$ cat src/hw/rtl/sbc_pkg.sv
// ----------------------------------------------------------------------------
// Serial break controller package
// Shared codes, field widths and structs of the serial break controller.
// ----------------------------------------------------------------------------
package sbc_pkg;

   localparam int DELAY_FIELD_W = 24;
   localparam int PADDR_W       = 3;

   // Item kinds.
   localparam logic KIND_REQUEST = 1'b0;
   localparam logic KIND_TICK    = 1'b1;

   // Break states.
   localparam logic [1:0] BRK_INACTIVE = 2'd0;
   localparam logic [1:0] BRK_TIMED    = 2'd1;
   localparam logic [1:0] BRK_LOCKED   = 2'd2;
   localparam logic [1:0] BRK_UNUSED   = 2'd3;

   // Parties.
   localparam logic [1:0] WHO_NONE   = 2'd0;
   localparam logic [1:0] WHO_DEVICE = 2'd2;

   // Request status codes.
   localparam logic STATUS_OK     = 1'b0;
   localparam logic STATUS_IN_USE = 1'b1;

   // Register byte addresses.
   localparam logic [PADDR_W-1:0] CSR_CLIENT_ATTACHED = 3'd0;

   typedef struct packed {
      logic [1:0] state;
      logic [1:0] owner;
      logic       line;
   } sbc_ctl_type;

   typedef struct packed {
      logic       status;
      logic       transition_done;
      logic       break_active;
      logic [1:0] break_state;
      logic       host_notify;
      logic       client_change;
      logic       device_complete;
   } sbc_rsp_type;

endpackage

$ cat src/hw/rtl/sbc_if.sv
// ----------------------------------------------------------------------------
// Serial break controller channels
// Valid/ready channels for break requests and ticks, and for their results.
// ----------------------------------------------------------------------------
interface sbc_req_if;
   logic                             valid;
   logic                             ready;
   logic                             kind;
   logic [1:0]                       requester;
   logic [1:0]                       target_state;
   logic [sbc_pkg::DELAY_FIELD_W-1:0] delay_ticks;

   modport source (output valid, kind, requester, target_state, delay_ticks, input ready);
   modport sink   (input valid, kind, requester, target_state, delay_ticks, output ready);
endinterface

interface sbc_rsp_if;
   logic       valid;
   logic       ready;
   logic       status;
   logic       transition_done;
   logic       break_active;
   logic [1:0] break_state;
   logic       host_notify;
   logic       client_change;
   logic       device_complete;

   modport source (output valid, status, transition_done, break_active, break_state,
                   host_notify, client_change, device_complete, input ready);
   modport sink   (input valid, status, transition_done, break_active, break_state,
                   host_notify, client_change, device_complete, output ready);
endinterface

$ cat src/hw/rtl/sbc_step.sv
// ----------------------------------------------------------------------------
// Serial break controller step logic
// Computes the next break state, owner, countdown and the result of one beat.
// ----------------------------------------------------------------------------
module sbc_step #(
   parameter int DELAY_BITS = 24
) (
   input  logic                             kind,
   input  logic [1:0]                       requester,
   input  logic [1:0]                       target_state,
   input  logic [sbc_pkg::DELAY_FIELD_W-1:0] delay_ticks,
   input  logic                             client_attached,
   input  sbc_pkg::sbc_ctl_type             ctl_cur,
   input  logic [DELAY_BITS-1:0]            ticks_cur,
   output sbc_pkg::sbc_ctl_type             ctl_next,
   output logic [DELAY_BITS-1:0]            ticks_next,
   output sbc_pkg::sbc_rsp_type             rsp
);

   localparam int WIDE_W =
      (DELAY_BITS > sbc_pkg::DELAY_FIELD_W) ? DELAY_BITS : sbc_pkg::DELAY_FIELD_W;

   logic [WIDE_W-1:0]     delay_wide;
   logic [WIDE_W-1:0]     max_wide;
   logic [DELAY_BITS-1:0] ticks_load;
   logic                  do_apply;
   logic [1:0]            a_who;
   logic [1:0]            a_target;
   logic                  a_zero_delay;
   logic                  legal;
   logic                  apply_ok;
   logic                  crossing;

   assign delay_wide = WIDE_W'(delay_ticks);
   assign max_wide   = WIDE_W'({DELAY_BITS{1'b1}});
   assign ticks_load = (delay_wide > max_wide) ? {DELAY_BITS{1'b1}}
                                               : DELAY_BITS'(delay_wide);

   always_comb begin
      ctl_next   = ctl_cur;
      ticks_next = ticks_cur;
      rsp        = '0;
      rsp.status = sbc_pkg::STATUS_OK;
      do_apply   = 1'b0;
      a_who      = requester;
      a_target   = target_state;
      a_zero_delay = (delay_ticks == '0);
      legal      = 1'b0;
      apply_ok   = 1'b0;
      crossing   = 1'b0;

      if (kind == sbc_pkg::KIND_REQUEST) begin
         if (requester != ctl_cur.owner && ctl_cur.owner != sbc_pkg::WHO_NONE) begin
            rsp.status = sbc_pkg::STATUS_IN_USE;
         end else begin
            do_apply = 1'b1;
         end
      end else if (ctl_cur.state == sbc_pkg::BRK_TIMED) begin
         if (ticks_cur > DELAY_BITS'(1)) begin
            ticks_next = ticks_cur - DELAY_BITS'(1);
         end else begin
            // Countdown expired: the owner's break ends as a request for inactive.
            do_apply     = 1'b1;
            a_who        = ctl_cur.owner;
            a_target     = sbc_pkg::BRK_INACTIVE;
            a_zero_delay = 1'b1;
            ticks_next   = '0;
         end
      end

      unique case (a_target)
         sbc_pkg::BRK_INACTIVE: legal = (ctl_cur.state != sbc_pkg::BRK_INACTIVE) &&
                                        (ctl_cur.state != sbc_pkg::BRK_UNUSED);
         sbc_pkg::BRK_TIMED:    legal = (ctl_cur.state != sbc_pkg::BRK_UNUSED);
         sbc_pkg::BRK_LOCKED:   legal = (ctl_cur.state == sbc_pkg::BRK_INACTIVE) ||
                                        (ctl_cur.state == sbc_pkg::BRK_TIMED);
         default:               legal = 1'b0;
      endcase

      apply_ok = legal && !(a_target == sbc_pkg::BRK_TIMED && a_zero_delay);
      crossing = (ctl_cur.state != a_target) &&
                 (ctl_cur.state == sbc_pkg::BRK_INACTIVE ||
                  a_target == sbc_pkg::BRK_INACTIVE);

      if (do_apply) begin
         // A failed change still records the requester, except for inactive.
         ctl_next.owner = (a_target == sbc_pkg::BRK_INACTIVE) ? sbc_pkg::WHO_NONE : a_who;
         if (apply_ok) begin
            ctl_next.state      = a_target;
            ctl_next.line       = (a_target != sbc_pkg::BRK_INACTIVE);
            ticks_next          = (a_target == sbc_pkg::BRK_TIMED) ? ticks_load : '0;
            rsp.transition_done = 1'b1;
            rsp.host_notify     = crossing;
            rsp.client_change   = crossing && client_attached;
            rsp.device_complete = crossing && client_attached &&
                                  a_target == sbc_pkg::BRK_INACTIVE &&
                                  a_who == sbc_pkg::WHO_DEVICE;
         end
      end

      rsp.break_active = ctl_next.line;
      rsp.break_state  = ctl_next.state;
   end

endmodule

$ cat src/hw/rtl/serial_break_controller_unit.sv
// ----------------------------------------------------------------------------
// Serial break controller unit
// Owns the serial BREAK condition and answers requests and ticks one by one.
// ----------------------------------------------------------------------------
// Each beat on the request channel (a break request or a timer tick) yields
// exactly one result beat. The unit takes one beat per clock cycle while the
// result side is ready; a beat lands in an input register, and when it moves
// on, the step logic updates the break state, owner and countdown and writes
// the result register. The state update loop sets the rate. The
// client_attached register sits at byte address 0 of the APB port and should
// be written only while no beat is in flight.
module serial_break_controller_unit #(
   parameter int DELAY_BITS = 24
) (
   input  logic                               clock,
   input  logic                               reset,
   sbc_req_if.sink                            req_chan,
   sbc_rsp_if.source                          rsp_chan,
   input  logic                               psel,
   input  logic                               penable,
   input  logic                               pwrite,
   input  logic [sbc_pkg::PADDR_W-1:0]        paddr,
   input  logic [31:0]                        pwdata,
   output logic [31:0]                        prdata,
   output logic                               pready
);

   logic                              client_ff;
   logic                              in_vld_ff;
   logic                              in_vld_in;
   logic                              in_kind_ff;
   logic [1:0]                        in_requester_ff;
   logic [1:0]                        in_target_ff;
   logic [sbc_pkg::DELAY_FIELD_W-1:0] in_delay_ff;
   logic                              rsp_vld_ff;
   logic                              rsp_vld_in;
   sbc_pkg::sbc_rsp_type              rsp_ff;
   sbc_pkg::sbc_rsp_type              rsp_in;
   sbc_pkg::sbc_ctl_type              ctl_ff;
   sbc_pkg::sbc_ctl_type              ctl_in;
   logic [DELAY_BITS-1:0]             ticks_ff;
   logic [DELAY_BITS-1:0]             ticks_in;
   logic                              req_take;
   logic                              advance;
   logic                              csr_write;

   // Configuration port.
   assign pready    = 1'b1;
   assign csr_write = psel && penable && pwrite && pready &&
                      paddr == sbc_pkg::CSR_CLIENT_ATTACHED;

   always_comb begin
      prdata = '0;
      if (paddr == sbc_pkg::CSR_CLIENT_ATTACHED) begin
         prdata = {31'd0, client_ff};
      end
   end

   always_ff @(posedge clock) begin
      if (reset) begin
         client_ff <= 1'b0;
      end else if (csr_write) begin
         client_ff <= pwdata[0];
      end
   end

   // Two-stage flow: the input register moves on whenever the result register
   // is empty or being drained, so a new beat can enter every cycle.
   assign advance        = in_vld_ff && (!rsp_vld_ff || rsp_chan.ready);
   assign req_chan.ready = !in_vld_ff || advance;
   assign req_take       = req_chan.valid && req_chan.ready;
   assign in_vld_in      = req_take || (in_vld_ff && !advance);
   assign rsp_vld_in     = advance || (rsp_vld_ff && !rsp_chan.ready);

   always_ff @(posedge clock) begin
      if (reset) begin
         in_vld_ff  <= 1'b0;
         rsp_vld_ff <= 1'b0;
         ctl_ff     <= '0;
         ticks_ff   <= '0;
      end else begin
         in_vld_ff  <= in_vld_in;
         rsp_vld_ff <= rsp_vld_in;
         if (advance) begin
            ctl_ff   <= ctl_in;
            ticks_ff <= ticks_in;
         end
      end
   end

   always_ff @(posedge clock) begin
      if (req_take) begin
         in_kind_ff      <= req_chan.kind;
         in_requester_ff <= req_chan.requester;
         in_target_ff    <= req_chan.target_state;
         in_delay_ff     <= req_chan.delay_ticks;
      end
      if (advance) begin
         rsp_ff <= rsp_in;
      end
   end

   sbc_step #(
      .DELAY_BITS (DELAY_BITS)
   ) u_step (
      .kind            (in_kind_ff),
      .requester       (in_requester_ff),
      .target_state    (in_target_ff),
      .delay_ticks     (in_delay_ff),
      .client_attached (client_ff),
      .ctl_cur         (ctl_ff),
      .ticks_cur       (ticks_ff),
      .ctl_next        (ctl_in),
      .ticks_next      (ticks_in),
      .rsp             (rsp_in)
   );

   assign rsp_chan.valid           = rsp_vld_ff;
   assign rsp_chan.status          = rsp_ff.status;
   assign rsp_chan.transition_done = rsp_ff.transition_done;
   assign rsp_chan.break_active    = rsp_ff.break_active;
   assign rsp_chan.break_state     = rsp_ff.break_state;
   assign rsp_chan.host_notify     = rsp_ff.host_notify;
   assign rsp_chan.client_change   = rsp_ff.client_change;
   assign rsp_chan.device_complete = rsp_ff.device_complete;

`ifndef ASSERT_OFF
   // The break line is high exactly while a timed or locked break is held.
   a_line_matches_state: assert property (@(posedge clock) disable iff (reset)
      ctl_ff.line == (ctl_ff.state != sbc_pkg::BRK_INACTIVE))
      else $error("break line level disagrees with break state");

   // The countdown only runs in the timed state.
   a_ticks_idle_zero: assert property (@(posedge clock) disable iff (reset)
      ctl_ff.state != sbc_pkg::BRK_TIMED |-> ticks_ff == '0)
      else $error("countdown nonzero outside the timed state");

   // A completion pulse only comes with the end of a break seen by the host.
   a_complete_with_notify: assert property (@(posedge clock) disable iff (reset)
      rsp_vld_ff && rsp_ff.device_complete |->
         rsp_ff.host_notify && rsp_ff.break_state == sbc_pkg::BRK_INACTIVE)
      else $error("device completion without an end of break");

   // A held input beat keeps its place until the result register takes it.
   a_input_holds: assert property (@(posedge clock) disable iff (reset)
      in_vld_ff && !advance |=> in_vld_ff)
      else $error("input beat dropped before it was processed");
`endif

endmodule

$ cat src/flat_wrapper.sv
// flat-port wrapper written by rule: the top's interface ports become plain ports
module serial_break_controller_unit_flat 
#(
   parameter int DELAY_BITS = 24
)
  (clock, reset, psel, penable, pwrite, paddr, pwdata, prdata, pready, req_chan_valid, req_chan_kind, req_chan_requester, req_chan_target_state, req_chan_delay_ticks, req_chan_ready, rsp_chan_valid, rsp_chan_status, rsp_chan_transition_done, rsp_chan_break_active, rsp_chan_break_state, rsp_chan_host_notify, rsp_chan_client_change, rsp_chan_device_complete, rsp_chan_ready);
  sbc_req_if req_chan_i ();
  sbc_rsp_if rsp_chan_i ();
  input  logic clock;
  input  logic reset;
  input  logic psel;
  input  logic penable;
  input  logic pwrite;
  input  logic [sbc_pkg::PADDR_W-1:0] paddr;
  input  logic [31:0] pwdata;
  output logic [31:0] prdata;
  output logic pready;
  input wire logic [$bits(req_chan_i.valid)-1:0] req_chan_valid;
  input wire logic [$bits(req_chan_i.kind)-1:0] req_chan_kind;
  input wire logic [$bits(req_chan_i.requester)-1:0] req_chan_requester;
  input wire logic [$bits(req_chan_i.target_state)-1:0] req_chan_target_state;
  input wire logic [$bits(req_chan_i.delay_ticks)-1:0] req_chan_delay_ticks;
  output wire logic [$bits(req_chan_i.ready)-1:0] req_chan_ready;
  output wire logic [$bits(rsp_chan_i.valid)-1:0] rsp_chan_valid;
  output wire logic [$bits(rsp_chan_i.status)-1:0] rsp_chan_status;
  output wire logic [$bits(rsp_chan_i.transition_done)-1:0] rsp_chan_transition_done;
  output wire logic [$bits(rsp_chan_i.break_active)-1:0] rsp_chan_break_active;
  output wire logic [$bits(rsp_chan_i.break_state)-1:0] rsp_chan_break_state;
  output wire logic [$bits(rsp_chan_i.host_notify)-1:0] rsp_chan_host_notify;
  output wire logic [$bits(rsp_chan_i.client_change)-1:0] rsp_chan_client_change;
  output wire logic [$bits(rsp_chan_i.device_complete)-1:0] rsp_chan_device_complete;
  input wire logic [$bits(rsp_chan_i.ready)-1:0] rsp_chan_ready;
  assign req_chan_i.valid = req_chan_valid;
  assign req_chan_i.kind = req_chan_kind;
  assign req_chan_i.requester = req_chan_requester;
  assign req_chan_i.target_state = req_chan_target_state;
  assign req_chan_i.delay_ticks = req_chan_delay_ticks;
  assign req_chan_ready = req_chan_i.ready;
  assign rsp_chan_valid = rsp_chan_i.valid;
  assign rsp_chan_status = rsp_chan_i.status;
  assign rsp_chan_transition_done = rsp_chan_i.transition_done;
  assign rsp_chan_break_active = rsp_chan_i.break_active;
  assign rsp_chan_break_state = rsp_chan_i.break_state;
  assign rsp_chan_host_notify = rsp_chan_i.host_notify;
  assign rsp_chan_client_change = rsp_chan_i.client_change;
  assign rsp_chan_device_complete = rsp_chan_i.device_complete;
  assign rsp_chan_i.ready = rsp_chan_ready;
  serial_break_controller_unit #(.DELAY_BITS(DELAY_BITS)) u_core (.clock(clock), .reset(reset), .req_chan(req_chan_i), .rsp_chan(rsp_chan_i), .psel(psel), .penable(penable), .pwrite(pwrite), .paddr(paddr), .pwdata(pwdata), .prdata(prdata), .pready(pready));
endmodule
$ cat config.mk
export PLATFORM = sky130hd
export DESIGN_NAME = serial_break_controller_unit_flat
export DESIGN_NICKNAME = d
export VERILOG_FILES = /design/src/hw/rtl/sbc_pkg.sv /design/src/hw/rtl/sbc_if.sv /design/src/hw/rtl/sbc_step.sv /design/src/hw/rtl/serial_break_controller_unit.sv /design/src/flat_wrapper.sv
export SDC_FILE = /design/constraint.sdc
export NUM_CORES = 1
export LEC_CHECK = 0
export BUFFER_PORTS_ARGS = -buffer_cell sky130_fd_sc_hd__buf_2
export CORE_ASPECT_RATIO = 0.7
export CORE_MARGIN = 4
export CORE_UTILIZATION = 35
export DETAILED_ROUTE_END_ITERATION = 10
export GPL_TIMING_DRIVEN = 0
export PLACE_DENSITY = 0.56
export SYNTH_ARGS = -nofsm -noshare
export SYNTH_HDL_FRONTEND = slang
export SYNTH_SLANG_ARGS = --single-unit
$ cat constraint.sdc
create_clock -name clock -period 4.35 [get_ports clock]
set_clock_uncertainty 0.15 [all_clocks]
set_input_delay 0.2175 -clock clock [delete_from_list [all_inputs] [get_ports clock]]
set_output_delay 0.2175 -clock clock [all_outputs]
set_load 0.05 [all_outputs]
Word-level counts from Yosys, hierarchy flattened
Index checks and enable logic that the tools add are counted.
{ "word_totals": {"register_bits": 69, "latch_bits": 0, "ramBits": 0, "romBits": 0, "inputBits": 71, "word_cells": 91, "memories": 0} }
{ "op_classes": {"add_sub_neg": 1, "mul": 0, "div": 0, "n_lt_le_gt_ge": 2, "eq_ne": 7, "shifts": 0, "mux": 28, "bitwise": 0, "reduce_logical": 35} }
{ "op_table": {"columns": ["op", "n"], "rows": [
  ["$mux 24", 7],
  ["$gt 24x1->1 const B", 1],
  ["$gt 24x24->1 const B", 1],
  ["$logic_not 24->1", 1],
  ["$sub 24x1->24 const B", 1],
  ["$mux 2", 8],
  ["$logic_and 1x1->1", 15],
  ["$mux 1", 11],
  ["$logic_or 1x1->1", 6],
  ["$reduce_bool 2->1", 3],
  ["$logic_not 1->1", 5],
  ["$mux 5", 1],
  ["$eq 2x1->1 const B", 2],
  ["$eq 2x2->1 const B", 2],
  ["$logic_not 2->1", 2],
  ["$ne 2x2->1", 2],
  ["$reduce_and 2->1", 2],
  ["$logic_not 3->1", 1],
  ["$pmux 1 s3", 1],
  ["$ne 2x2->1 const B", 1]
]} }

Logic depth before layout (Yosys ltp)
Gate-level depths: netlist (run 1).
{ "depth": {"depth_word": 10, "mapped_depth": 11, "depth_no_buf": 8} }

By module
From an unflattened synthesis (run 1), not the netlist that was laid out.
{ "unflattened": {"hier_cells": 449, "area_unflattened_um2": 4334.2} }
{ "by_module_without_submodules": {"columns": ["module", "n_inst", "cells_per_inst", "area_each_um2", "seq_area_each_um2"], "rows": [
  ["serial_break_controller_unit", 1, 220, 2870.3, 1751.7],
  ["sbc_step", 1, 229, 1463.9, 0.0]
]} }

Worst setup path before layout (run 1)
Ideal clock, no wire load.
{ "synth_timing": {"path_type": "register to register", "from": "register u_core.ctl_ff[4] (netlist name)", "to": "register u_core.rsp_ff, in the netlist u_core.rsp_chan.break_state[1], data pin", "setup_ns": 0.262, "arrival_time_ns": 2.133, "required_time_ns": 3.938, "slack_ns": 1.806, "path_stages_with_launch": 11, "synth_period_minus_slack_ns": 2.544, "cell_sequence": "dfxtp_1 > inv_1 > ha_1 > and4bb_1 > clkbuf_2 > o211ai_1 > or3_4 > a21oi_4 > and2_1 > buf_2 > o21ai_0"} }
{ "synth_rtl": {"columns": ["item", "line_no", "source"], "rows": [
  ["start, declared", "serial_break_controller_unit.sv:39", "sbc_pkg::sbc_ctl_type ctl_ff;"],
  ["start signal, assigned", "serial_break_controller_unit.sv:85", "ctl_ff <= ctl_in;"],
  ["end signal, assigned", "serial_break_controller_unit.sv:99", "rsp_ff <= rsp_in;"],
  ["end, declared", "serial_break_controller_unit.sv:37", "sbc_pkg::sbc_rsp_type rsp_ff;"]
]} }

==> impl_metrics.sql, run 1 <==
INSERT INTO impl_metrics (metric_group, metric, value, unit) VALUES
('setup_path', 'worstSetupEndpointType', 'register', ''),
('sta', 'max-slew-margin-rel', '0.304', ''),
('setup_path', 'timing.critical_path.arrival', '3140', 'ps'),
('sta', 'fin_setup_tns', '0', 'ps'),
('floorplan', 'die_area', '0.0127', 'mm^2'),
('drt', 'detailedRoute.firstPassIterationCount', '5', ''),
('cts', 'clk_root_buffer_cell', 'sky130_fd_sc_hd__clkbuf_16', ''),
('synthesis', 'fraction_of_the_yosys_area_taken_by_sequential_cells', '0.457', ''),
('global_route', 'gr-usage-all-layers', '0.180', ''),
('floorplan', 'std_cell_rows', '31', ''),
('drt', 'drt-initial-drc-count', '264', ''),
('pwr', 'power.share.clock', '0.421', ''),
('pwr', 'cellInternalPower', '1.35', 'mW'),
('drt', 'vias', '3466', ''),
('cts', 'clock_sink_total', '69', ''),
('pwr', 'pwr-share-seq', '0.405', ''),
('cts', 'ctsHtreeMaxLevel', '3', ''),
('status', 'run_status', 'finished clean', ''),
('sta', 'worstMarginPinSlew', '1040', 'ps'),
('pwr', 'switching_share', '0.273', ''),
('worst_hold_path', 'hp-class', 'primary input to register', ''),
('synthesis', 'synth_area', '0.00383', 'mm^2'),
('placed_design', 'finalWeightedCongestion', '0.907', ''),
('synthesis', 'syn-mean-instance-area', '9.77', 'um^2'),
('pwr', 'share_comb_of_total_power', '0.174', ''),
('layout', 'syn_to_final_growth', '30.7', '%'),
('layout', 'finalCoreUtilization', '0.476', ''),
('layout', 'drive_gt1_frac', '0.239', ''),
('floorplan', 'initial_utilization', '0.364', ''),
('cts', 'cts-buffers-inserted', '9', ''),
('sta', 'report.final.setup_viol', '0', ''),
('global_route', 'global_route.overflow_total', '0', ''),
('sta', 'timing_hold_violations_final', '0', ''),
('global_route', 'first_global_vias', '3299', ''),
('global_route', 'grt_start_max_net_pins', '30', ''),
('synthesis', 'postSynth.asyncResetShare', '0', ''),
('pwr', 'cellLeakagePower', '2.03', 'nW'),
('setup_path', 'timing.critical_path.fanout_max', '10', ''),
('layout', 'multi_input_gate_area_in_the_final_layout', '0.00179', 'mm^2'),
('floorplan', 'floorplan.io_pins', '114', ''),
('sta', 'hold_slack', '36.2', 'ps'),
('synthesis', 'cells_after_synthesis', '392', ''),
('placed_design', 'io_buffer_count', '50', ''),
('pwr', 'worst_vdd_rail_ir_drop', '0.280', 'mV'),
('global_route', 'antenna_found_initial', '0', ''),
('sta', 'period_share', '0.742', ''),
('sta', 'setup_slack', '1120', 'ps'),
('sta', 'timing.fmax', '0.310', 'GHz'),
('drt', 'wl', '11000', 'um'),
('floorplan', 'floorplan.die.height', '95.5', 'um'),
('pwr', 'power.net_switching', '0.507', 'mW'),
('drt', 'drt-wirelength-per-cell', '16.5', 'um'),
('setup_path', 'crit_type', 'register to register', ''),
('pwr', 'power_density', '371', 'mW/mm^2'),
('job', 'cap_violations', '0', ''),
('floorplan', 'fp.coreArea', '0.0105', 'mm^2'),
('sta', 'report.final.slew_viol_count', '0', ''),
('placed_design', 'dp_worst_setup_slack', '1180', 'ps'),
('synthesis', 'yosys_register_bits', '69', ''),
('synthesis', 'number_of_enable_flip_flop_cells_after_synthesis', '37', ''),
('layout', 'finalNetCount', '590', ''),
('layout', 'ff_latch_area', '0.00175', 'mm^2'),
('synthesis', 'synth.lib_cells_used.distinct', '70', ''),
('cts', 'cts_max_path_buffers', '2', ''),
('cts', 'worst_setup_hold_path_clk_slew', '60', 'ps'),
('drt', 'vias_per_cell', '5.20', ''),
('layout', 'antenna_cells', '0', ''),
('drt', 'drtAntennaViolNets', '0', ''),
('synthesis', 'yosys_warnings', '0', ''),
('layout', 'fill_cells', '997', ''),
('setup_path', 'worst_setup_path_start_kind', 'register', ''),
('setup_path', 'cp_data_required_time', '4260', 'ps'),
('cts', 'tritoncts', 'yes', ''),
('drt', 'post-route-drc-count', '0', ''),
('global_route', 'grt_first_pass_wirelength', '17700', 'um'),
('sta', 'final_period_minus_worst_setup_slack', '3230', 'ps'),
('floorplan', 'die_w', '133', 'um'),
('placed_design', 'dp_hpwl', '7760', 'um'),
('synthesis', 'synth-main-ff-cell', 'sky130_fd_sc_hd__edfxtp_1', ''),
('cts', 'clock_latency', '330', 'ps'),
('sta', 'rsz0062_at_grt', 'no', '');
## cell families (layout without fill, tap and decap cells)
kind of cell / count (synthesis) / after routing / share of synthesized area
compound gates: 93 / 93 / 0.175
other cells: 2 / 32 / 0.00196
flops: 69 / 69 / 0.457
buf+inv: 70 / 167 / 0.106
xor+xnor: 10 / 10 / 0.0229
simple gates: 139 / 139 / 0.209
fa+ha+maj: 5 / 5 / 0.0163
mux: 4 / 4 / 0.0114
## routing by layer
layer | global-route usage | routed length [um] | share of wire | vias up
li1 | - | - | - | 1653
met1 | 0.244 | 4990 | 0.45 | 1624
met2 | 0.265 | 4720 | 0.43 | 168
met3 | 0.0580 | 1070 | 0.097 | 21
met4 | 0.0744 | 237 | 0.022 | 0
met5 | 0 | 0 | 0 | -
## power by group through the flow
stage                     Clock, mW  Sequential (mW)  Combinational, mW
after CTS                     0.800            0.751              0.318
after global placement            0            0.764              0.291
after global routing          0.833            0.755              0.349
final                         0.782            0.752              0.323
after floorplan                   0            0.770              0.214
after detailed placement          0            0.765              0.296
## placed cells by master, fill, tap and decap left out, types with 10 or more instances in the layout
| master | netlist | layout |
|---|---|---|
| sky130_fd_sc_hd__buf_2 | 4 | 54 |
| sky130_fd_sc_hd__o21ai_0 | 12 | 12 |
| sky130_fd_sc_hd__nor2_1 | 28 | 28 |
| sky130_fd_sc_hd__edfxtp_1 | 37 | 37 |
| sky130_fd_sc_hd__conb_1 | 2 | 32 |
| sky130_fd_sc_hd__nor3_1 | 19 | 19 |
| sky130_fd_sc_hd__clkbuf_1 | 10 | 11 |
| sky130_fd_sc_hd__nor4_1 | 13 | 13 |
| sky130_fd_sc_hd__dlygate4sd3_1 | 0 | 31 |
| sky130_fd_sc_hd__buf_4 | 34 | 34 |
| sky130_fd_sc_hd__a21oi_1 | 24 | 24 |
| sky130_fd_sc_hd__nand2_1 | 18 | 18 |
| sky130_fd_sc_hd__dfxtp_1 | 32 | 32 |
| sky130_fd_sc_hd__inv_1 | 19 | 19 |
| sky130_fd_sc_hd__nand4_1 | 10 | 10 |
## flip-flops by register name (all words and copies together) (netlist names)
name,cells
u_core.rsp_chan.status,1
u_core.ctl_ff,5
u_core.in_target_ff,2
u_core.rsp_chan.host_notify,1
u_core.rsp_chan.break_active,1
u_core.ticks_ff,24
u_core.rsp_chan.transition_done,1
u_core.in_kind_ff,1
u_core.client_ff,1
u_core.in_vld_ff,1
u_core.in_requester_ff,2
u_core.rsp_chan.valid,1
u_core.rsp_chan.client_change,1
u_core.rsp_chan.break_state,2
u_core.rsp_chan.device_complete,1
u_core.in_delay_ff,24
## Yosys cell counts, drive strengths merged, types with 8 or more instances
library cell	instances	area, um^2
nor3	21	121
nand4	12	87.6
nor4	15	115
a22oi	8	60.1
clkbuf	11	42.5
nand2	18	67.6
nor2	28	105
o21ai	12	60.1
buf	40	290
a21oi	26	145
inv	19	71.3
nand3	10	55.1
dfxtp	32	641
edfxtp	37	1110
## worst max-delay path, stage by stage, from the launching register on
cell and delay, ps:
sky130_fd_sc_hd__dfxtp_1 340, sky130_fd_sc_hd__inv_1 150, sky130_fd_sc_hd__ha_1 260, sky130_fd_sc_hd__and4bb_1 210, sky130_fd_sc_hd__clkbuf_2 180, sky130_fd_sc_hd__o211ai_1 190, sky130_fd_sc_hd__nor3_2 600, sky130_fd_sc_hd__a22o_1 270
sky130_fd_sc_hd__and2_1 180, sky130_fd_sc_hd__buf_2 270, sky130_fd_sc_hd__o21ai_0 150
## path summary, 6_finish.rpt
check | from | endpoint | slack, ps | depth (start not counted)
setup reg to reg | u_core.ctl_ff[4] | u_core.rsp_chan.break_state[1] | 1120 | 10
hold reg to reg | u_core.in_vld_ff | u_core.rsp_chan.valid | 360 | 2
hold / removal | rsp_chan_ready | u_core.rsp_chan.valid | 40 | 4
setup / recovery | u_core.ctl_ff[4] | u_core.rsp_chan.break_state[1] | 1120 | 10
## area by class of cell
class                   instances  area share
flip-flops and latches         69       0.350
clock inverters                 5      0.0147
plain buffers                  51      0.0665
clock buffers                  11      0.0485
well taps                     148      0.0370
multi-input cells             283       0.357
inverters                      19      0.0142
repair buffers                 81       0.112
## stage by stage
stage / power (mW) / cells / cell area, um^2
floorplan: 0.984 / 422 / 3940
global placement: 1.06 / 620 / 4380
detailed placement: 1.06 / 620 / 4380
CTS: 1.87 / 667 / 5000
global route: 1.94 / 667 / 5010
finish: 1.86 / 667 / 5010
## repair_timing
action	CTS	global route
setup buffers	0	0
endpoints found under the setup margin	0	0
endpoints found under the hold margin	31	0
hold buffers	31	0
gates resized for setup	0	0
(Power assumes the default switching activity.)
==> run 2: changes to the inputs <==
==> constraint.sdc (replaced) <==
create_clock -name clock -period 3.2 [get_ports clock]
set_clock_uncertainty 0.15 [all_clocks]
set_input_delay 0.16 -clock clock [delete_from_list [all_inputs] [get_ports clock]]
set_output_delay 0.16 -clock clock [all_outputs]
set_load 0.05 [all_outputs]
==> impl_metrics.sql, run 2 (same netlist as run 1, synthesis figures left out) <==
INSERT INTO impl_metrics (metric_group, metric, value, unit) VALUES
('worst_hold_path', 'hp-class', 'primary input to register', ''),
('cts', 'tritoncts', 'yes', ''),
('sta', 'rsz0062_at_grt', 'no', ''),
('global_route', 'antenna_found_initial', '0', ''),
('global_route', 'gr-usage-all-layers', '0.180', ''),
('sta', 'period_share', '0.938', ''),
('layout', 'syn_to_final_growth', '32.2', '%'),
('setup_path', 'cp_data_required_time', '3120', 'ps'),
('global_route', 'global_route.overflow_total', '0', ''),
('sta', 'report.final.setup_viol', '0', ''),
('pwr', 'cellLeakagePower', '2.06', 'nW'),
('floorplan', 'initial_utilization', '0.364', ''),
('layout', 'fill_cells', '992', ''),
('pwr', 'worst_vdd_rail_ir_drop', '0.380', 'mV'),
('drt', 'post-route-drc-count', '0', ''),
('layout', 'multi_input_gate_area_in_the_final_layout', '0.00179', 'mm^2'),
('sta', 'worstMarginPinSlew', '1030', 'ps'),
('placed_design', 'dp_hpwl', '7760', 'um'),
('sta', 'timing_hold_violations_final', '0', ''),
('sta', 'final_period_minus_worst_setup_slack', '3000', 'ps'),
('sta', 'max-slew-margin-rel', '0.314', ''),
('cts', 'clock_sink_total', '69', ''),
('drt', 'wl', '11000', 'um'),
('setup_path', 'cp_slowest_stage_delay', '400', 'ps'),
('drt', 'drt-initial-drc-count', '314', ''),
('layout', 'layout_common_cells', '53 x sky130_fd_sc_hd__buf_2, 39 x sky130_fd_sc_hd__buf_4, 37 x sky130_fd_sc_hd__edfxtp_1', ''),
('placed_design', 'cell_area_placed', '0.00438', 'mm^2'),
('setup_path', 'worst_path_dominant_cell_family', 'simple AND/OR/NAND/NOR gates', ''),
('setup_path', 'crit_type', 'register to register', ''),
('layout', 'largest_registers', 'u_core.in_delay_ff (24), u_core.ticks_ff (24), u_core.ctl_ff (5)', ''),
('layout', 'finalNetCount', '596', ''),
('floorplan', 'die_area', '0.0127', 'mm^2'),
('drt', 'drtAntennaViolNets', '0', ''),
('layout', 'finish.instance_area', '0.00506', 'mm^2'),
('layout', 'layout.cells.most_common', 'sky130_fd_sc_hd__buf_2', ''),
('setup_path', 'timing.critical_path.arrival', '2920', 'ps'),
('status', 'run_status', 'finished clean', ''),
('pwr', 'power_density', '501', 'mW/mm^2'),
('layout', 'antenna_cells', '0', ''),
('layout', 'ff_latch_area', '0.00175', 'mm^2'),
('layout', 'drive_gt1_frac', '0.246', ''),
('floorplan', 'floorplan.die.height', '95.5', 'um'),
('global_route', 'first_global_vias', '3302', ''),
('global_route', 'grt_start_max_net_pins', '30', ''),
('drt', 'detailedRoute.firstPassIterationCount', '5', ''),
('setup_path', 'worst_path_buf_inv', '3', ''),
('cts', 'cts-buffers-inserted', '9', ''),
('cts', 'clock_latency', '340', 'ps'),
('setup_path', 'timing.critical_path.cells', 'inv_1 -> ha_1 -> and4bb_1 -> clkbuf_2 -> o211ai_1 -> or3_4 -> a21oi_4 -> and2_1 -> clkbuf_4 -> o21ai_0', ''),
('setup_path', 'worst_setup_path_start_kind', 'register', ''),
('drt', 'drt-wirelength-per-cell', '16.3', 'um'),
('floorplan', 'floorplan.io_pins', '114', ''),
('floorplan', 'std_cell_rows', '31', ''),
('drt', 'vias', '3479', ''),
('floorplan', 'fp.coreArea', '0.0105', 'mm^2'),
('sta', 'report.final.slew_viol_count', '0', ''),
('placed_design', 'finalWeightedCongestion', '0.907', ''),
('cts', 'cts_max_path_buffers', '2', ''),
('sta', 'fin_setup_tns', '0', 'ps'),
('sta', 'timing.fmax', '0.333', 'GHz'),
('global_route', 'grt_first_pass_wirelength', '17700', 'um'),
('job', 'cap_violations', '0', ''),
('drt', 'vias_per_cell', '5.17', ''),
('setup_path', 'worstSetupEndpointType', 'register', ''),
('setup_path', 'timing.critical_path.fanout_max', '10', ''),
('floorplan', 'die_w', '133', 'um'),
('setup_path', 'cpMaxStageDelayCell', 'sky130_fd_sc_hd__or3_4', ''),
('cts', 'worst_setup_hold_path_clk_slew', '60', 'ps'),
('cts', 'clk_root_buffer_cell', 'sky130_fd_sc_hd__clkbuf_16', ''),
('cts', 'ctsHtreeMaxLevel', '3', ''),
('setup_path', 'timing.reg2reg.setup_slack', '200', 'ps'),
('placed_design', 'io_buffer_count', '50', '');
[run 2: layer usage]
layer / routed length [um] / up-vias / track usage
met3: 1070 / 22 / 0.0580
met4: 236 / 0 / 0.0744
li1: - / 1667 / -
met2: 4760 / 162 / 0.265
met5: 0 / - / 0
met1: 4940 / 1628 / 0.244
[run 2: worst register-to-register path, stage by stage (launching register included)]
cell and delay (ps):
sky130_fd_sc_hd__dfxtp_1 340, sky130_fd_sc_hd__inv_1 170, sky130_fd_sc_hd__ha_1 270, sky130_fd_sc_hd__and4bb_1 210
sky130_fd_sc_hd__clkbuf_2 190, sky130_fd_sc_hd__o211ai_1 220, sky130_fd_sc_hd__or3_4 400, sky130_fd_sc_hd__a21oi_4 220
sky130_fd_sc_hd__and2_1 210, sky130_fd_sc_hd__clkbuf_4 240, sky130_fd_sc_hd__o21ai_0 130
[run 2: through the flow]
step | total power [mW] | util | worst slack [ps] | hold WS, ps | cells
floorplan | 1.34 | - | 656 | 109 | 422
global placement | 1.43 | 0.416 | 36.0 | 187 | 620
detailed placement | 1.44 | 0.416 | 33.4 | 188 | 620
CTS | 2.54 | 0.477 | 3.31 | 17.4 | 668
global route | 2.64 | 0.482 | 15.0 | 56.6 | 673
finish | 2.54 | 0.482 | 198 | 21.0 | 673
[run 2: layout make-up]
type                       count  share of cell area
multi-input combinational    283               0.354
sequential                    69               0.346
timing repair buffer          87               0.120
buffer                        51              0.0662
clock buffer                  11              0.0479
tap                          148              0.0366
clock inverter                 5              0.0146
inverter                      19              0.0141
[run 2: worst paths after layout]
kind	from	endpoint	depth (start not counted)
hold reg to reg	u_core.in_vld_ff	u_core.rsp_chan.valid	2
hold / removal	penable	u_core.client_ff	4
setup / recovery	u_core.ctl_ff[4]	u_core.rsp_chan.break_state[1]	10
setup reg to reg	u_core.ctl_ff[4]	u_core.rsp_chan.break_state[1]	10
[run 2: report_power, final]
part           switching (mW)  leakage (nW)  internal (mW)
registers              0.0388         0.621          0.983
logic                   0.287          1.28          0.158
clock network           0.370         0.157          0.698
[run 2: repair_timing]
item,in CTS,in global routing
endpoints found under the setup margin,0,25
hold endpoints to repair,32,0
resized for setup,0,2
setup buffers,0,5
hold buffers,32,0
==> run 3: changes to the inputs <==
--- a/config.mk
+++ b/config.mk
@@ -6,9 +6,10 @@
 export NUM_CORES = 1
 export LEC_CHECK = 0
 export BUFFER_PORTS_ARGS = -buffer_cell sky130_fd_sc_hd__buf_2
-export CORE_ASPECT_RATIO = 0.7
+export CORE_ASPECT_RATIO = 1.1
 export CORE_MARGIN = 4
 export CORE_UTILIZATION = 35
+export CTS_BUF_LIST = sky130_fd_sc_hd__clkbuf_4 sky130_fd_sc_hd__clkbuf_8
 export DETAILED_ROUTE_END_ITERATION = 10
 export GPL_TIMING_DRIVEN = 0
 export PLACE_DENSITY = 0.56
==> impl_metrics.sql, run 3 (same netlist as run 1, synthesis figures left out) <==
INSERT INTO impl_metrics (metric_group, metric, value, unit) VALUES
('status', 'run_status', 'finished clean', ''),
('cts', 'worst_setup_hold_path_clk_slew', '70', 'ps'),
('cts', 'cts_max_path_buffers', '2', ''),
('global_route', 'gr-usage-all-layers', '0.166', ''),
('setup_path', 'crit_path_depth', '10', ''),
('setup_path', 'worst_setup_path_start_kind', 'register', ''),
('setup_path', 'timing.reg2reg.setup_slack', '180', 'ps'),
('floorplan', 'fp.coreArea', '0.0105', 'mm^2'),
('pwr', 'switching_share', '0.308', ''),
('floorplan', 'die_area', '0.0127', 'mm^2'),
('layout', 'finalNetCount', '593', ''),
('pwr', 'cellInternalPower', '1.42', 'mW'),
('setup_path', 'cp_data_required_time', '3160', 'ps'),
('sta', 'timing_hold_violations_final', '0', ''),
('pwr', 'total_power', '2.06', 'mW'),
('job', 'cap_violations', '0', ''),
('cts', 'clock_latency', '360', 'ps'),
('worst_hold_path', 'hp-class', 'primary input to register', ''),
('setup_path', 'worst_path_dominant_cell_family', 'simple AND/OR/NAND/NOR gates', ''),
('layout', 'largest_registers', 'u_core.in_delay_ff (24), u_core.ticks_ff (24), u_core.ctl_ff (5)', ''),
('pwr', 'worst_vdd_rail_ir_drop', '0.235', 'mV'),
('sta', 'report.final.slew_viol_count', '0', ''),
('sta', 'final_period_minus_worst_setup_slack', '3020', 'ps'),
('cts', 'tritoncts', 'yes', ''),
('setup_path', 'reg2regPathDepth', '10', ''),
('cts', 'ctsHtreeMaxLevel', '3', ''),
('drt', 'drt-initial-drc-count', '270', ''),
('sta', 'worstMarginPinSlew', '1290', 'ps'),
('setup_path', 'worst_path_buf_inv', '3', ''),
('placed_design', 'io_buffer_count', '50', ''),
('global_route', 'grt_first_pass_wirelength', '16400', 'um'),
('setup_path', 'timing.critical_path.from', 'u_core.ctl_ff[4]', ''),
('setup_path', 'endpoint_of_the_most_critical_register_to_register_path', 'u_core.rsp_chan.break_state[1]', ''),
('floorplan', 'floorplan.io_pins', '114', ''),
('pwr', 'pwr-share-seq', '0.495', ''),
('sta', 'period_share', '0.943', ''),
('floorplan', 'floorplan.die.height', '118', 'um'),
('global_route', 'antenna_found_initial', '0', ''),
('setup_path', 'worstSetupEndpointType', 'register', ''),
('drt', 'drt-wirelength-per-cell', '15.4', 'um'),
('drt', 'drtAntennaViolNets', '0', ''),
('global_route', 'grt_start_max_net_pins', '30', ''),
('sta', 'max-slew-margin-rel', '0.139', ''),
('floorplan', 'std_cell_rows', '39', ''),
('setup_path', 'critPathCapture', 'u_core.rsp_chan.break_state[1]', ''),
('setup_path', 'timing.critical_path.arrival', '2970', 'ps'),
('floorplan', 'die_w', '108', 'um'),
('floorplan', 'initial_utilization', '0.363', ''),
('cts', 'clk_root_buffer_cell', 'sky130_fd_sc_hd__clkbuf_8', ''),
('setup_path', 'timing.critical_path.cells', 'inv_1 -> ha_1 -> and4bb_1 -> clkbuf_2 -> o211ai_1 -> or3_4 -> a21oi_4 -> and2_1 -> buf_2 -> o21ai_0', ''),
('placed_design', 'dp_hpwl', '7210', 'um'),
('sta', 'fin_setup_tns', '0', 'ps'),
('setup_path', 'timing.critical_path.fanout_max', '10', ''),
('layout', 'drive_gt1_frac', '0.237', ''),
('cts', 'postCtsSetupBuffers', '0', ''),
('drt', 'detailedRoute.firstPassIterationCount', '8', ''),
('pwr', 'power_density', '423', 'mW/mm^2'),
('setup_path', 'cp_slowest_stage_delay', '400', 'ps'),
('drt', 'vias_per_cell', '5.10', ''),
('pwr', 'share_comb_of_total_power', '0.211', ''),
('drt', 'post-route-drc-count', '0', ''),
('layout', 'layout.cells.most_common', 'sky130_fd_sc_hd__buf_2', ''),
('layout', 'syn_to_final_growth', '27.2', '%'),
('drt', 'wl', '10200', 'um'),
('pwr', 'power.share.clock', '0.294', ''),
('drt', 'vias', '3382', ''),
('placed_design', 'finalWeightedCongestion', '0.925', ''),
('global_route', 'first_global_vias', '3199', ''),
('setup_path', 'cpMaxStageDelayCell', 'sky130_fd_sc_hd__or3_4', ''),
('setup_path', 'crit_type', 'register to register', ''),
('layout', 'layout_common_cells', '54 x sky130_fd_sc_hd__buf_2, 37 x sky130_fd_sc_hd__edfxtp_1, 34 x sky130_fd_sc_hd__buf_4, 34 x sky130_fd_sc_hd__dlygate4sd3_1', ''),
('cts', 'cts-buffers-inserted', '9', ''),
('worst_hold_path', 'timing.hold.worst_path_depth', '4', ''),
('sta', 'rsz0062_at_grt', 'no', ''),
('global_route', 'global_route.overflow_total', '0', ''),
('setup_path', 'reg2reg_from', 'u_core.ctl_ff[4]', ''),
('layout', 'antenna_cells', '0', ''),
('sta', 'timing.fmax', '0.332', 'GHz'),
('pwr', 'power.net_switching', '0.635', 'mW'),
('placed_design', 'dp.cells', '615', ''),
('cts', 'clock_sink_total', '69', ''),
('layout', 'final-instance-count-excl-fill', '663', ''),
('sta', 'report.final.setup_viol', '0', ''),
('pwr', 'cellLeakagePower', '1.97', 'nW');
run 3: worst min-delay path by stage:
stage / from / endpoint / slack, ps
global placement: req_chan_delay_ticks[4] / u_core.in_delay_ff[4] / 190
floorplan: req_chan_delay_ticks[0] / u_core.in_delay_ff[0] / 110
detailed placement: req_chan_delay_ticks[18] / u_core.in_delay_ff[18] / 190
CTS: reset / u_core.ticks_ff[23] / 90
finish: reset / u_core.ticks_ff[23] / 90
global route: reset / u_core.ticks_ff[20] / 160
run 3: cell type report:
class                   count  area, um^2
clock buffers              11         139
well taps                 143         179
plain buffers              51         333
inverters                  19        71.3
clock inverters             3        15.0
flip-flops and latches     69        1750
repair buffers             84         591
fillers                  1024        5670
multi-input cells         283        1790
run 3: what timing repair did:
item                                    4_1_cts  5_1_grt
gates resized for setup                       0        1
hold endpoints to repair                     32        0
endpoints found under the setup margin        0       11
hold buffers                                 34        0
run 3: per-stage QoR:
step	setup slack, ps	hold WS, ps	util	instance area (um^2)
after floorplan	656	109	-	3940
after global placement	87.3	186	0.415	4370
after detailed placement	95.9	188	0.415	4370
after CTS	84.0	85.7	0.462	4870
after global routing	11.7	157	0.462	4870
final	184	93.5	0.462	4870
run 3: power groups by stage:
stage | Clock [mW] | Sequential [mW] | Combinational (mW)
after floorplan | 0 | 1.05 | 0.291
after global placement | 0 | 1.04 | 0.391
after detailed placement | 0 | 1.04 | 0.397
after CTS | 0.624 | 1.02 | 0.428
after global routing | 0.669 | 1.02 | 0.470
final | 0.605 | 1.02 | 0.435
run 3: worst reg2reg max path, delay by kind of cell, from the launching register on:
family | cells | cell delay, ps
simple gates | 3 | 820
fa+ha+maj | 1 | 260
buf+inv | 3 | 550
flops | 1 | 340
compound gates | 3 | 620
run 3: routing by layer:
| layer | global-route usage | up-vias | part of all wire |
|---|---|---|---|
| li1 | - | 1664 | - |
| met1 | 0.206 | 1560 | 0.42 |
| met2 | 0.265 | 132 | 0.48 |
| met3 | 0.0274 | 26 | 0.069 |
| met4 | 0.102 | 0 | 0.037 |
| met5 | 0 | - | 0 |
